File: config.mk
export PLATFORM = sky130hd
export DESIGN_NAME = sequential_turn_signal_controller_flat
export DESIGN_NICKNAME = d
export VERILOG_FILES = /design/src/rtl/tstc_pkg.sv /design/src/rtl/tstc_if.sv /design/src/rtl/tstc_core.sv /design/src/rtl/sequential_turn_signal_controller.sv /design/src/flat_wrapper.sv
export SDC_FILE = /design/constraint.sdc
export NUM_CORES = 1
export LEC_CHECK = 0
export ABC_AREA = 1
export BUFFER_PORTS_ARGS = -buffer_cell sky130_fd_sc_hd__buf_2
export CAP_MARGIN = 25
export CORE_MARGIN = 5
export CORE_UTILIZATION = 50
export CTS_CLUSTER_DIAMETER = 60
export DETAILED_ROUTE_END_ITERATION = 6
export PLACE_DENSITY = 0.72
export SLEW_MARGIN = 20
export SYNTH_ARGS = -nofsm -noshare
export SYNTH_HDL_FRONTEND = slang
export SYNTH_HIERARCHICAL = 1
export SYNTH_SLANG_ARGS = --single-unit
export TNS_END_PERCENT = 5
File: constraint.sdc
create_clock -name clk -period 3.8 [get_ports clk]
set_clock_uncertainty 0.2 [all_clocks]
set_input_delay 0.19 -clock clk [delete_from_list [all_inputs] [get_ports clk]]
set_output_delay 0.19 -clock clk [all_outputs]
set_load 0.02 [all_outputs]
File: src/rtl/tstc_pkg.sv
// Shared types and constants for the sequential turn-signal controller.
// No dependencies; every other rtl file refers to it by scoped names.
`default_nettype none

package tstc_pkg;

  localparam int unsigned BTN_W  = 5;
  localparam int unsigned LED_W  = 16;
  localparam int unsigned TICK_W = 32;
  localparam int unsigned STEP_W = 3;

  localparam logic [BTN_W-1:0]  MASK_LEFT   = 5'b00010;
  localparam logic [BTN_W-1:0]  MASK_RIGHT  = 5'b01000;
  localparam logic [BTN_W-1:0]  MASK_HAZARD = 5'b10000;
  localparam logic [TICK_W-1:0] TICK_RESET  = 32'd7500000;

  // Sweep limits: six lit steps, then three dark ticks in OFF.
  localparam logic [STEP_W-1:0] STEP_ON_LAST  = 3'd5;
  localparam logic [STEP_W-1:0] STEP_OFF_LAST = 3'd2;
  localparam logic [STEP_W-1:0] STEP_MAX      = 3'd7;

  typedef enum logic [2:0] {
    MODE_IDLE  = 3'd0,
    MODE_L_ON  = 3'd1,
    MODE_L_OFF = 3'd2,
    MODE_R_ON  = 3'd3,
    MODE_R_OFF = 3'd4,
    MODE_H_ON  = 3'd5,
    MODE_H_OFF = 3'd6
  } mode_t;

endpackage

`default_nettype wire

File: src/rtl/tstc_if.sv
// Valid/ready channel interfaces: button beats, LED beats, config writes.
// Depends on tstc_pkg for the payload widths.
`default_nettype none

interface tstc_in_if;
  logic                           valid;
  logic                           ready;
  logic [tstc_pkg::BTN_W-1:0]     buttons;
  modport source (output valid, output buttons, input ready);
  modport sink   (input valid, input buttons, output ready);
endinterface

interface tstc_out_if;
  logic                           valid;
  logic                           ready;
  logic [tstc_pkg::LED_W-1:0]     leds;
  modport source (output valid, output leds, input ready);
  modport sink   (input valid, input leds, output ready);
endinterface

interface tstc_cfg_if;
  logic                           valid;
  logic                           ready;
  logic [tstc_pkg::TICK_W-1:0]    data;
  modport source (output valid, output data, input ready);
  modport sink   (input valid, input data, output ready);
endinterface

`default_nettype wire

File: src/rtl/tstc_core.sv
// Controller state: press one-shot, mode FSM, LED pattern and tick divider.
// Advances once per beat on step; depends on tstc_pkg.
`default_nettype none

module tstc_core (
  input  wire logic                          clk,
  input  wire logic                          rst_n,
  input  wire logic                          step,
  input  wire logic [tstc_pkg::BTN_W-1:0]    buttons,
  input  wire logic [tstc_pkg::TICK_W-1:0]   tick_period,
  output logic      [tstc_pkg::LED_W-1:0]    leds_nxt
);

  tstc_pkg::mode_t                  mode_r, mode_nxt;
  logic [tstc_pkg::STEP_W-1:0]      step_r, step_nxt;
  logic                             wait_r, wait_nxt;
  logic                             ret_r, ret_nxt;
  logic                             held_r, held_nxt;
  logic [tstc_pkg::LED_W-1:0]       pat_r, pat_nxt;
  logic [tstc_pkg::TICK_W-1:0]      div_r, div_nxt;

  function automatic logic [tstc_pkg::LED_W-1:0] left_bit(input logic [2:0] s);
    logic [tstc_pkg::LED_W-1:0] v;
    v = '0;
    if (s <= tstc_pkg::STEP_ON_LAST) v = 16'h0400 << s;
    return v;
  endfunction

  function automatic logic [tstc_pkg::LED_W-1:0] right_bit(input logic [2:0] s);
    logic [tstc_pkg::LED_W-1:0] v;
    v = '0;
    if (s <= tstc_pkg::STEP_ON_LAST) v = 16'h0020 >> s;
    return v;
  endfunction

  logic [tstc_pkg::BTN_W-1:0]  nb;
  logic [tstc_pkg::BTN_W-1:0]  mask;
  logic [tstc_pkg::LED_W-1:0]  lit;
  tstc_pkg::mode_t             on_mode, off_mode;
  logic                        run_mode, pressed, was_active, active;
  logic [tstc_pkg::TICK_W:0]   div_inc;

  // Decode the run the current mode belongs to
  always_comb begin
    on_mode  = tstc_pkg::MODE_IDLE;
    off_mode = tstc_pkg::MODE_IDLE;
    mask     = '0;
    lit      = '0;
    run_mode = 1'b1;
    unique case (mode_r) inside
      tstc_pkg::MODE_L_ON, tstc_pkg::MODE_L_OFF: begin
        on_mode  = tstc_pkg::MODE_L_ON;
        off_mode = tstc_pkg::MODE_L_OFF;
        mask     = tstc_pkg::MASK_LEFT;
        lit      = left_bit(step_r);
      end
      tstc_pkg::MODE_R_ON, tstc_pkg::MODE_R_OFF: begin
        on_mode  = tstc_pkg::MODE_R_ON;
        off_mode = tstc_pkg::MODE_R_OFF;
        mask     = tstc_pkg::MASK_RIGHT;
        lit      = right_bit(step_r);
      end
      tstc_pkg::MODE_H_ON, tstc_pkg::MODE_H_OFF: begin
        on_mode  = tstc_pkg::MODE_H_ON;
        off_mode = tstc_pkg::MODE_H_OFF;
        mask     = tstc_pkg::MASK_HAZARD;
        lit      = left_bit(step_r) | right_bit(step_r);
      end
      default: run_mode = 1'b0;
    endcase
  end

  // One-shot, mode FSM, then the tick divider
  always_comb begin
    mode_nxt = mode_r;
    step_nxt = step_r;
    wait_nxt = wait_r;
    ret_nxt  = ret_r;
    held_nxt = held_r;
    pat_nxt  = pat_r;
    div_nxt  = div_r;
    nb       = '0;
    pressed  = 1'b0;
    div_inc  = {1'b0, div_r} + 33'd1;

    if (!wait_r) begin
      // press one-shot
      if (!held_r) begin
        nb       = buttons;
        held_nxt = (buttons != '0);
      end else if (buttons == '0) begin
        held_nxt = 1'b0;
      end
      pressed = ((nb & mask) != '0);

      if (!run_mode) begin
        wait_nxt = 1'b0;
        pat_nxt  = '0;
        ret_nxt  = 1'b0;
        step_nxt = '0;
        if ((nb & tstc_pkg::MASK_LEFT) != '0)        mode_nxt = tstc_pkg::MODE_L_ON;
        else if ((nb & tstc_pkg::MASK_RIGHT) != '0)  mode_nxt = tstc_pkg::MODE_R_ON;
        else if ((nb & tstc_pkg::MASK_HAZARD) != '0) mode_nxt = tstc_pkg::MODE_H_ON;
        else                                         mode_nxt = tstc_pkg::MODE_IDLE;
      end else if (mode_r == on_mode) begin
        if (pressed) ret_nxt = 1'b1;
        if (!pressed && step_r > tstc_pkg::STEP_ON_LAST) begin
          mode_nxt = off_mode;
          wait_nxt = 1'b1;
        end else begin
          pat_nxt = pat_r | lit;
        end
      end else begin
        pat_nxt = '0;
        if (pressed || ret_r) mode_nxt = tstc_pkg::MODE_IDLE;
        if (!pressed && step_r > tstc_pkg::STEP_OFF_LAST) begin
          mode_nxt = on_mode;
          wait_nxt = 1'b1;
        end
      end
    end

    was_active = run_mode;
    active     = (mode_nxt != tstc_pkg::MODE_IDLE);

    // tick divider runs only across beats that stay in a run
    if (!active) begin
      div_nxt = '0;
    end else if (was_active) begin
      if (div_inc >= {1'b0, tick_period}) begin
        div_nxt = '0;
        if (wait_nxt) begin
          step_nxt = '0;
          wait_nxt = 1'b0;
        end else if (step_nxt != tstc_pkg::STEP_MAX) begin
          step_nxt = step_nxt + 3'd1;
        end
      end else begin
        div_nxt = div_inc[tstc_pkg::TICK_W-1:0];
      end
    end
  end

  assign leds_nxt = pat_nxt;

  // Control state
  always_ff @(posedge clk) begin
    if (!rst_n) begin
      mode_r <= tstc_pkg::MODE_IDLE;
      step_r <= '0;
      wait_r <= 1'b0;
      ret_r  <= 1'b0;
      held_r <= 1'b0;
      pat_r  <= '0;
      div_r  <= '0;
    end else if (step) begin
      mode_r <= mode_nxt;
      step_r <= step_nxt;
      wait_r <= wait_nxt;
      ret_r  <= ret_nxt;
      held_r <= held_nxt;
      pat_r  <= pat_nxt;
      div_r  <= div_nxt;
    end
  end

  // Idle keeps the pattern, the divider and the wait flag cleared
  a_idle_clear: assert property (@(posedge clk) disable iff (!rst_n)
    (mode_r == tstc_pkg::MODE_IDLE) |-> (pat_r == '0 && div_r == '0 && !wait_r))
    else $error("idle with live run state");

  // A beat taken while waiting leaves the LEDs alone
  a_wait_hold: assert property (@(posedge clk) disable iff (!rst_n)
    (step && wait_r) |=> $stable(pat_r))
    else $error("LEDs changed while waiting for tick");

  // After a beat the divider is below the period it ran with, unless that was zero
  a_div_range: assert property (@(posedge clk) disable iff (!rst_n)
    (step && tick_period != '0) |=> (div_r < $past(tick_period)))
    else $error("tick divider out of range");

endmodule

`default_nettype wire

File: src/rtl/sequential_turn_signal_controller.sv
// Sequential turn-signal controller: one LED beat out for each button beat in.
// Path: button beat held in the input reg, its LED beat computed into the result reg.
// Throughput: one beat per cycle; a stalled LED side blocks input once both regs are full.
// The tick divider and all mode state live in tstc_core and advance once per beat.
// Reset (rst_n low, synchronous): idle mode, core LED pattern cleared, channels empty,
// tick_period back to 7500000.
`default_nettype none

module sequential_turn_signal_controller (
  input  wire logic       clk,
  input  wire logic       rst_n,
  tstc_in_if.sink         in_ch,
  tstc_out_if.source      out_ch,
  tstc_cfg_if.sink        cfg_ch
);

  logic                          in_valid_r;
  logic [tstc_pkg::BTN_W-1:0]    in_buttons_r;
  logic                          out_valid_r;
  logic [tstc_pkg::LED_W-1:0]    out_leds_r;
  logic [tstc_pkg::TICK_W-1:0]   tick_period_r;
  logic [tstc_pkg::LED_W-1:0]    leds_nxt;
  logic                          adv;

  // Stage advances when the result register is free or being drained
  assign adv          = in_valid_r && (!out_valid_r || out_ch.ready);
  assign in_ch.ready  = !in_valid_r || adv;
  assign out_ch.valid = out_valid_r;
  assign out_ch.leds  = out_leds_r;
  assign cfg_ch.ready = 1'b1;

  tstc_core u_core (
    .clk         (clk),
    .rst_n       (rst_n),
    .step        (adv),
    .buttons     (in_buttons_r),
    .tick_period (tick_period_r),
    .leds_nxt    (leds_nxt)
  );

  // Input register
  always_ff @(posedge clk) begin
    if (!rst_n) begin
      in_valid_r <= 1'b0;
    end else if (in_ch.ready) begin
      in_valid_r <= in_ch.valid;
    end
  end

  always_ff @(posedge clk) begin
    if (in_ch.valid && in_ch.ready) in_buttons_r <= in_ch.buttons;
  end

  // Result register
  always_ff @(posedge clk) begin
    if (!rst_n) begin
      out_valid_r <= 1'b0;
    end else if (adv) begin
      out_valid_r <= 1'b1;
    end else if (out_ch.ready) begin
      out_valid_r <= 1'b0;
    end
  end

  always_ff @(posedge clk) begin
    if (adv) out_leds_r <= leds_nxt;
  end

  // Configuration register
  always_ff @(posedge clk) begin
    if (!rst_n) begin
      tick_period_r <= tstc_pkg::TICK_RESET;
    end else if (cfg_ch.valid && cfg_ch.ready) begin
      tick_period_r <= cfg_ch.data;
    end
  end

  a_adv_fills: assert property (@(posedge clk) disable iff (!rst_n)
    adv |=> out_valid_r)
    else $error("computed beat not held in result register");

  a_no_drop: assert property (@(posedge clk) disable iff (!rst_n)
    (in_valid_r && !adv) |=> (in_valid_r && $stable(in_buttons_r)))
    else $error("pending button beat lost");

  a_reset_empty: assert property (@(posedge clk)
    !rst_n |=> (!out_valid_r && !in_valid_r))
    else $error("channels not empty after reset");

endmodule

`default_nettype wire
File: src/flat_wrapper.sv
// flat-port wrapper written by rule: the top's interface ports become plain ports
module sequential_turn_signal_controller_flat 
  (clk, rst_n, in_ch_valid, in_ch_buttons, in_ch_ready, out_ch_valid, out_ch_leds, out_ch_ready, cfg_ch_valid, cfg_ch_data, cfg_ch_ready);
  tstc_in_if in_ch_i ();
  tstc_out_if out_ch_i ();
  tstc_cfg_if cfg_ch_i ();
  input  wire logic clk;
  input  wire logic rst_n;
  input wire logic [$bits(in_ch_i.valid)-1:0] in_ch_valid;
  input wire logic [$bits(in_ch_i.buttons)-1:0] in_ch_buttons;
  output wire logic [$bits(in_ch_i.ready)-1:0] in_ch_ready;
  output wire logic [$bits(out_ch_i.valid)-1:0] out_ch_valid;
  output wire logic [$bits(out_ch_i.leds)-1:0] out_ch_leds;
  input wire logic [$bits(out_ch_i.ready)-1:0] out_ch_ready;
  input wire logic [$bits(cfg_ch_i.valid)-1:0] cfg_ch_valid;
  input wire logic [$bits(cfg_ch_i.data)-1:0] cfg_ch_data;
  output wire logic [$bits(cfg_ch_i.ready)-1:0] cfg_ch_ready;
  assign in_ch_i.valid = in_ch_valid;
  assign in_ch_i.buttons = in_ch_buttons;
  assign in_ch_ready = in_ch_i.ready;
  assign out_ch_valid = out_ch_i.valid;
  assign out_ch_leds = out_ch_i.leds;
  assign out_ch_i.ready = out_ch_ready;
  assign cfg_ch_i.valid = cfg_ch_valid;
  assign cfg_ch_i.data = cfg_ch_data;
  assign cfg_ch_ready = cfg_ch_i.ready;
  sequential_turn_signal_controller u_core (.clk(clk), .rst_n(rst_n), .in_ch(in_ch_i), .out_ch(out_ch_i), .cfg_ch(cfg_ch_i));
endmodule
; Word-level counts from Yosys, hierarchy flattened
; Index checks and enable logic that the tools add are counted.
[word_totals]
reg_bits = 112
elab_cells = 106
inputBits = 42
[classes]
n_eq_ne = 11
bitwise_logic = 4
n_lt_le_gt_ge = 4
mux = 49
shift = 2
add_sub_neg = 2
reduce_logical = 22
[ops]
columns = cell, n
row1 = two-way mux 16 bit, 8
row2 = two-way mux 32 bit, 3
row3 = two-way mux 3 bit, 16
row4 = case mux 16 bit (3 select lines), 1
row5 = adder 32 x 1 -> 33 bit (second input constant), 1
row6 = >= comparator 33 x 32 -> 1 bit, 1
row7 = bitwise OR 16 bit, 2
row8 = case mux 3 bit (3 select lines), 2
row9 = two-way mux 1 bit, 16
row10 = << shifter 11 x 3 -> 16 bit (first input constant), 1
row11 = >> shifter 6 x 3 -> 16 bit (first input constant), 1
row12 = case mux 5 bit (3 select lines), 1
row13 = two-way mux 5 bit, 2
row14 = nonzero test 5 bit, 2
row15 = == test 3 bit (second input constant), 3
row16 = == test 3 x 2 -> 1 bit (second input constant), 2
row17 = OR reduction 2 bit, 3
row18 = OR reduction 6 bit, 1
row19 = bitwise AND 5 bit, 1
row20 = zero test 5 bit, 1
row21 = logical AND 1 bit, 4
row22 = != test 2 x 1 -> 1 bit (second input constant), 2
row23 = AND reduction 2 bit, 2
row24 = AND reduction 4 bit, 1
row25 = 13 further kinds, 17

; Depth between registers and ports, before layout
[logic_depth]
ltp_word = 15
ltp_mapped = 27
depth_no_buf = 27

; By module
; The synthesis kept the hierarchy.
[by_module_without_submodules]
columns = mod, instances, seq_area_each_um2, area_each_um2, cells_each
row1 = tstc_core, 1, 1141.1, 4586.9, 698
row2 = sequential_turn_signal_controller, 1, 1311.3, 1818.0, 174

; Worst setup path after synthesis
; OpenSTA, ideal clock, no wires.
[synth_timing]
path_type = reg2reg
from = register u_core/u_core/div_r[0] in the netlist's numbering
to = register u_core/u_core/div_r[23] in the netlist's numbering
required_time_ns = 3.484
setup_slack_ns = 0.256
arrival_ns = 3.228
period_less_slack_ns = 3.544
setup_time_ns = 0.116
path_stages_with_launch = 28
path_cell_list = dfxtp_1 ha_1 nand2_1 nor2_2 nand2_2 nor3_4 nand2_1 nor2_2 nand3b_2 nor2_2 nand2_1 nor2_2 xor2_2 ha_1 nand2_1 nor2_1 nand4_1 nor3_1 nand2_1 nand2_1 nor2_1 nand3_1 clkinv_1 nand2_1 inv_2 buf_4 a21oi_1 nor2_1
[synth_via]
elab_chain_cells = 5
[synth_rtl]
columns = item, line_no
row1 = start: declaration, tstc_core.sv:20  ; logic [tstc_pkg::TICK_W-1:0] div_r, div_nxt;
row2 = start signal: assignment, tstc_core.sv:163  ; div_r <= div_nxt;
row3 = adder 32 x 1 -> 33 bit *, tstc_core.sv:84  ; div_inc = {1'b0, div_r} + 33'd1;
row4 = >= comparator 33 x 32 -> 1 bit, tstc_core.sv:130  ; if (div_inc >= {1'b0, tick_period}) begin
row5 = two-way mux 32 bit *, tstc_core.sv:130
row6 = two-way mux 32 bit *, tstc_core.sv:129  ; end else if (was_active) begin
row7 = two-way mux 32 bit *, tstc_core.sv:127  ; if (!active) begin
; Mark *: on every way between the ends. The rest lies on a longest branch, timed or not. The select of a mux whose other input is x is not followed.
; A chain may end at the register's enable or synchronous reset.

; Worst setup path in the final report
[layout_timing]
from = register u_core/u_core/div_r[0] in the netlist's numbering
to = register u_core/u_core/div_r[5] in the netlist's numbering
; The elaborated chain is that of the path after synthesis.

==> impl_metrics.toml <==
[timing]
rsz0062_at_grt = "yes"
finalHoldViolCount = 0
slew_headroom = 0.521
fin_crit_sh = 0.958
worst_pin_slew_ns = 0.716
tns_ns = 0
finalCriticalPeriod_ns = 3.64
postLayoutSetupSlackWorst_ns = 0.160
max_freq_ghz = 0.275
setup_viol = 0
slew_viol_final = 0

[cells_and_area]
final_cells = 1165
drive_gt1_frac = 0.194
nets = 1068
antennaDiodeCount = 0
area_growth_pct = 24.2

[global_routing]
grt_use_total = 0.204
antenna_found_initial = 0
grt_pass1_vias = 5311
grt_pass1_wl_mm = 24.7
grt_remaining_overflow = 0
grt_max_degree = 52

[cts]
cts_inserted_buffers = 9
clock_sinks = 112
tritoncts = "built"
clk_path_buf_depth = 2
clockRootBuffer = "clkbuf_16"
htree_levels = 3
clk_latency_ns = 0.35
clk_pin_slew_worst_paths_ns = 0.07

[logic_synthesis]
synthArstFlopShare = 0
synth_edf_count = 21
syn-cell-area_sq_mm = 0.00640
synth_flop_cell = "dfxtp_1"
synthesis.nets = 952
yosysWarningCount = 6
synth_seq_area_share = 0.383
yosys-top-cells-area = "dfxtp_1 (28%), edfxtp_1 (9.8%), nand2_1 (8.6%)"
ys_seq_elements = 112
yosysTopAreaCell = "dfxtp_1"
syn_area_per_cell_sq_um = 7.35
syn_inst = 872
synth_commonest_cells = "nand2_1 (146), nor2_1 (124), inv_1 (115)"
yosysMostFrequentCell = "nand2_1"
yosysTopAreaCellShare = 0.284
synth_cell_type_count = 42

[die]
ios = 61
die_w_microns = 123
start_util = 0.510
core_sq_mm = 0.0126
rows = 41
die_h_microns = 123
die_area_sq_mm = 0.0152

[critical_path]
start_kind = "flip-flop"
worstPathArrival_ns = 3.73
required_ns = 3.89
end_kind = "flip-flop"
crit_fanout = 7
worst_r2r_endpoint = "u_core/u_core/div_r[5]"
reg2regPathDepth = 27
r2r_setup_slack_ns = 0.16
crit_type = "reg2reg"
r2r-start = "u_core/u_core/div_r[0]"

[routing]
wl_met3_microns = 606
wl_met1_mm = 7.04
ant_nets = 0
drt-pass1-iter-count = 5
dr_wl_met2_mm = 7.31
wl_mm = 15.3
via_per_inst = 5.07
top_layer = "met4"
vias = 5910
drt_iter0_drc = 400
post_drt_wl_per_cell_microns = 13.1
drc_errors = 0

[power]
peakVddDrop_mv = 0.378
seq_power_share = 0.465
internal_power_uw = 2010
power.density_mw_per_mm2 = 352
p_clk_frac = 0.336
power.total_uw = 2800
p_switching_uw = 791
power_frac_comb = 0.200
switching_share = 0.283
leakagePower_uw = 0.00359

[run]
cap_violations = 0

[placement]
gp_congestion = 0.925
dp.final_hpwl_mm = 10.7
pre_cts_ws_ns = 0.0948
numPlacedInstances = 1100
io_buffer_count = 59

[hold_path]
min_to = "u_core/u_core/step_r[2]"
holdCritStartpoint = "rst_n"
whs_path_depth = 3
holdCritPathClass = "in2reg"

[status]
outcome = "complete, no violations"
final cells by class:
type	instances	area [sq um]
Fill cell	1095	4610
Sequential cell	112	2460
Inverter	123	469
Tap cell	172	215
Multi-Input combinational cell	607	3480
Timing Repair Buffer	135	1030
Clock buffer	15	288
Clock inverter	1	8.76
layer usage:
layer  GRT usage  up-vias
li1            -     3057
met2       0.332      119
met3      0.0453       21
met5           0        -
met4      0.0623        0
met1       0.270     2713
layout by cell type, fill, tap and decap left out, drive strengths merged:
cell type,count
xor2,22
a31oi,4
dlygate4sd3,40
xnor2,4
nor4,2
and2,1
nand2,157
o221ai,2
buf,94
inv,122
nor3,20
a211oi,7
nand3,75
clkbuf,16
edfxtp,21
conb,1
nand4,15
nand3b,3
ha,38
a21oi,72
clkinv,2
nor2,135
o32ai,1
o21a,1
dfxtp,91
o21ai,47
repair_timing:
action | in CTS | in global routing
hold buffers | 40 | 0
buffers inserted | 0 | 8
gates resized for setup | 0 | 50
hold endpoints to repair | 39 | 0
endpoints found under the setup margin | 0 | 36
metrics by stage:
| step | hold slack [ns] | utilization | instance area [sq um] |
|---|---|---|---|
| after global routing | 0.124 | 0.633 | 7960 |
| after global placement | 0.167 | 0.555 | 6980 |
| final | 0.108 | 0.633 | 7960 |
| after detailed placement | 0.168 | 0.555 | 6980 |
| after CTS | 0.111 | 0.611 | 7680 |
| after floorplan | 0.0889 | - | 6400 |
flip-flops by register name (all words and copies together) (netlist names), 3 cells and up:
signal and count:
u_core/in_buttons_r 5, u_core/out_ch.leds 16, u_core/tick_period_r 32, u_core/u_core/div_r 32, u_core/u_core/mode_r 3, u_core/u_core/pat_r 16
u_core/u_core/step_r 3
power by group through the flow:
stage	combinational, uW	clock, uW	sequential, uW
finish	559	940	1300
floorplan	331	0	1330
global route	619	1020	1310
global placement	464	0	1330
CTS	502	964	1300
detailed placement	469	0	1330
kinds of logic after synthesis:
group,count (synthesis),share of synthesized area
fa+ha+maj,38,0.0742
other cells,1,0.000585
xor+xnor,26,0.0367
flops,112,0.383
buf+inv,153,0.101
simple gates,408,0.290
compound gates,134,0.114
worst max-delay path by stage:
stage | from | to | slack, ns | cells after the start
after detailed placement | u_core/u_core/div_r[0] | u_core/u_core/div_r[25] | 0.09 | 27
after global placement | u_core/u_core/div_r[0] | u_core/u_core/div_r[30] | 0.19 | 27
final | u_core/u_core/div_r[0] | u_core/u_core/div_r[5] | 0.16 | 27
after CTS | u_core/u_core/div_r[0] | u_core/u_core/div_r[25] | 0.06 | 27
after floorplan | u_core/u_core/div_r[0] | u_core/u_core/div_r[23] | 0.26 | 27
after global routing | u_core/u_core/div_r[0] | u_core/u_core/step_r[2] | -0.17 | 28
worst max-delay path, cell delays in order, from the launching register on:
cell	delay, ns
dfxtp_2	0.37
ha_4	0.15
nand2_4	0.05
nor2_4	0.11
nand2_2	0.08
nor3_4	0.19
nand2_2	0.08
nor2_4	0.14
nand3b_4	0.11
nor2_4	0.14
nand2_2	0.10
nor2_4	0.13
xor2_2	0.17
ha_1	0.27
nand2_1	0.07
nor2_1	0.04
nand4_1	0.12
nor3_2	0.06
nand2_1	0.06
nand2_1	0.06
nor2_2	0.11
nand3_2	0.10
inv_2	0.06
nand2_2	0.06
inv_4	0.12
buf_12	0.13
nand3_1	0.14
a21oi_2	0.18
Note: power is estimated with default switching activity, not from simulation.
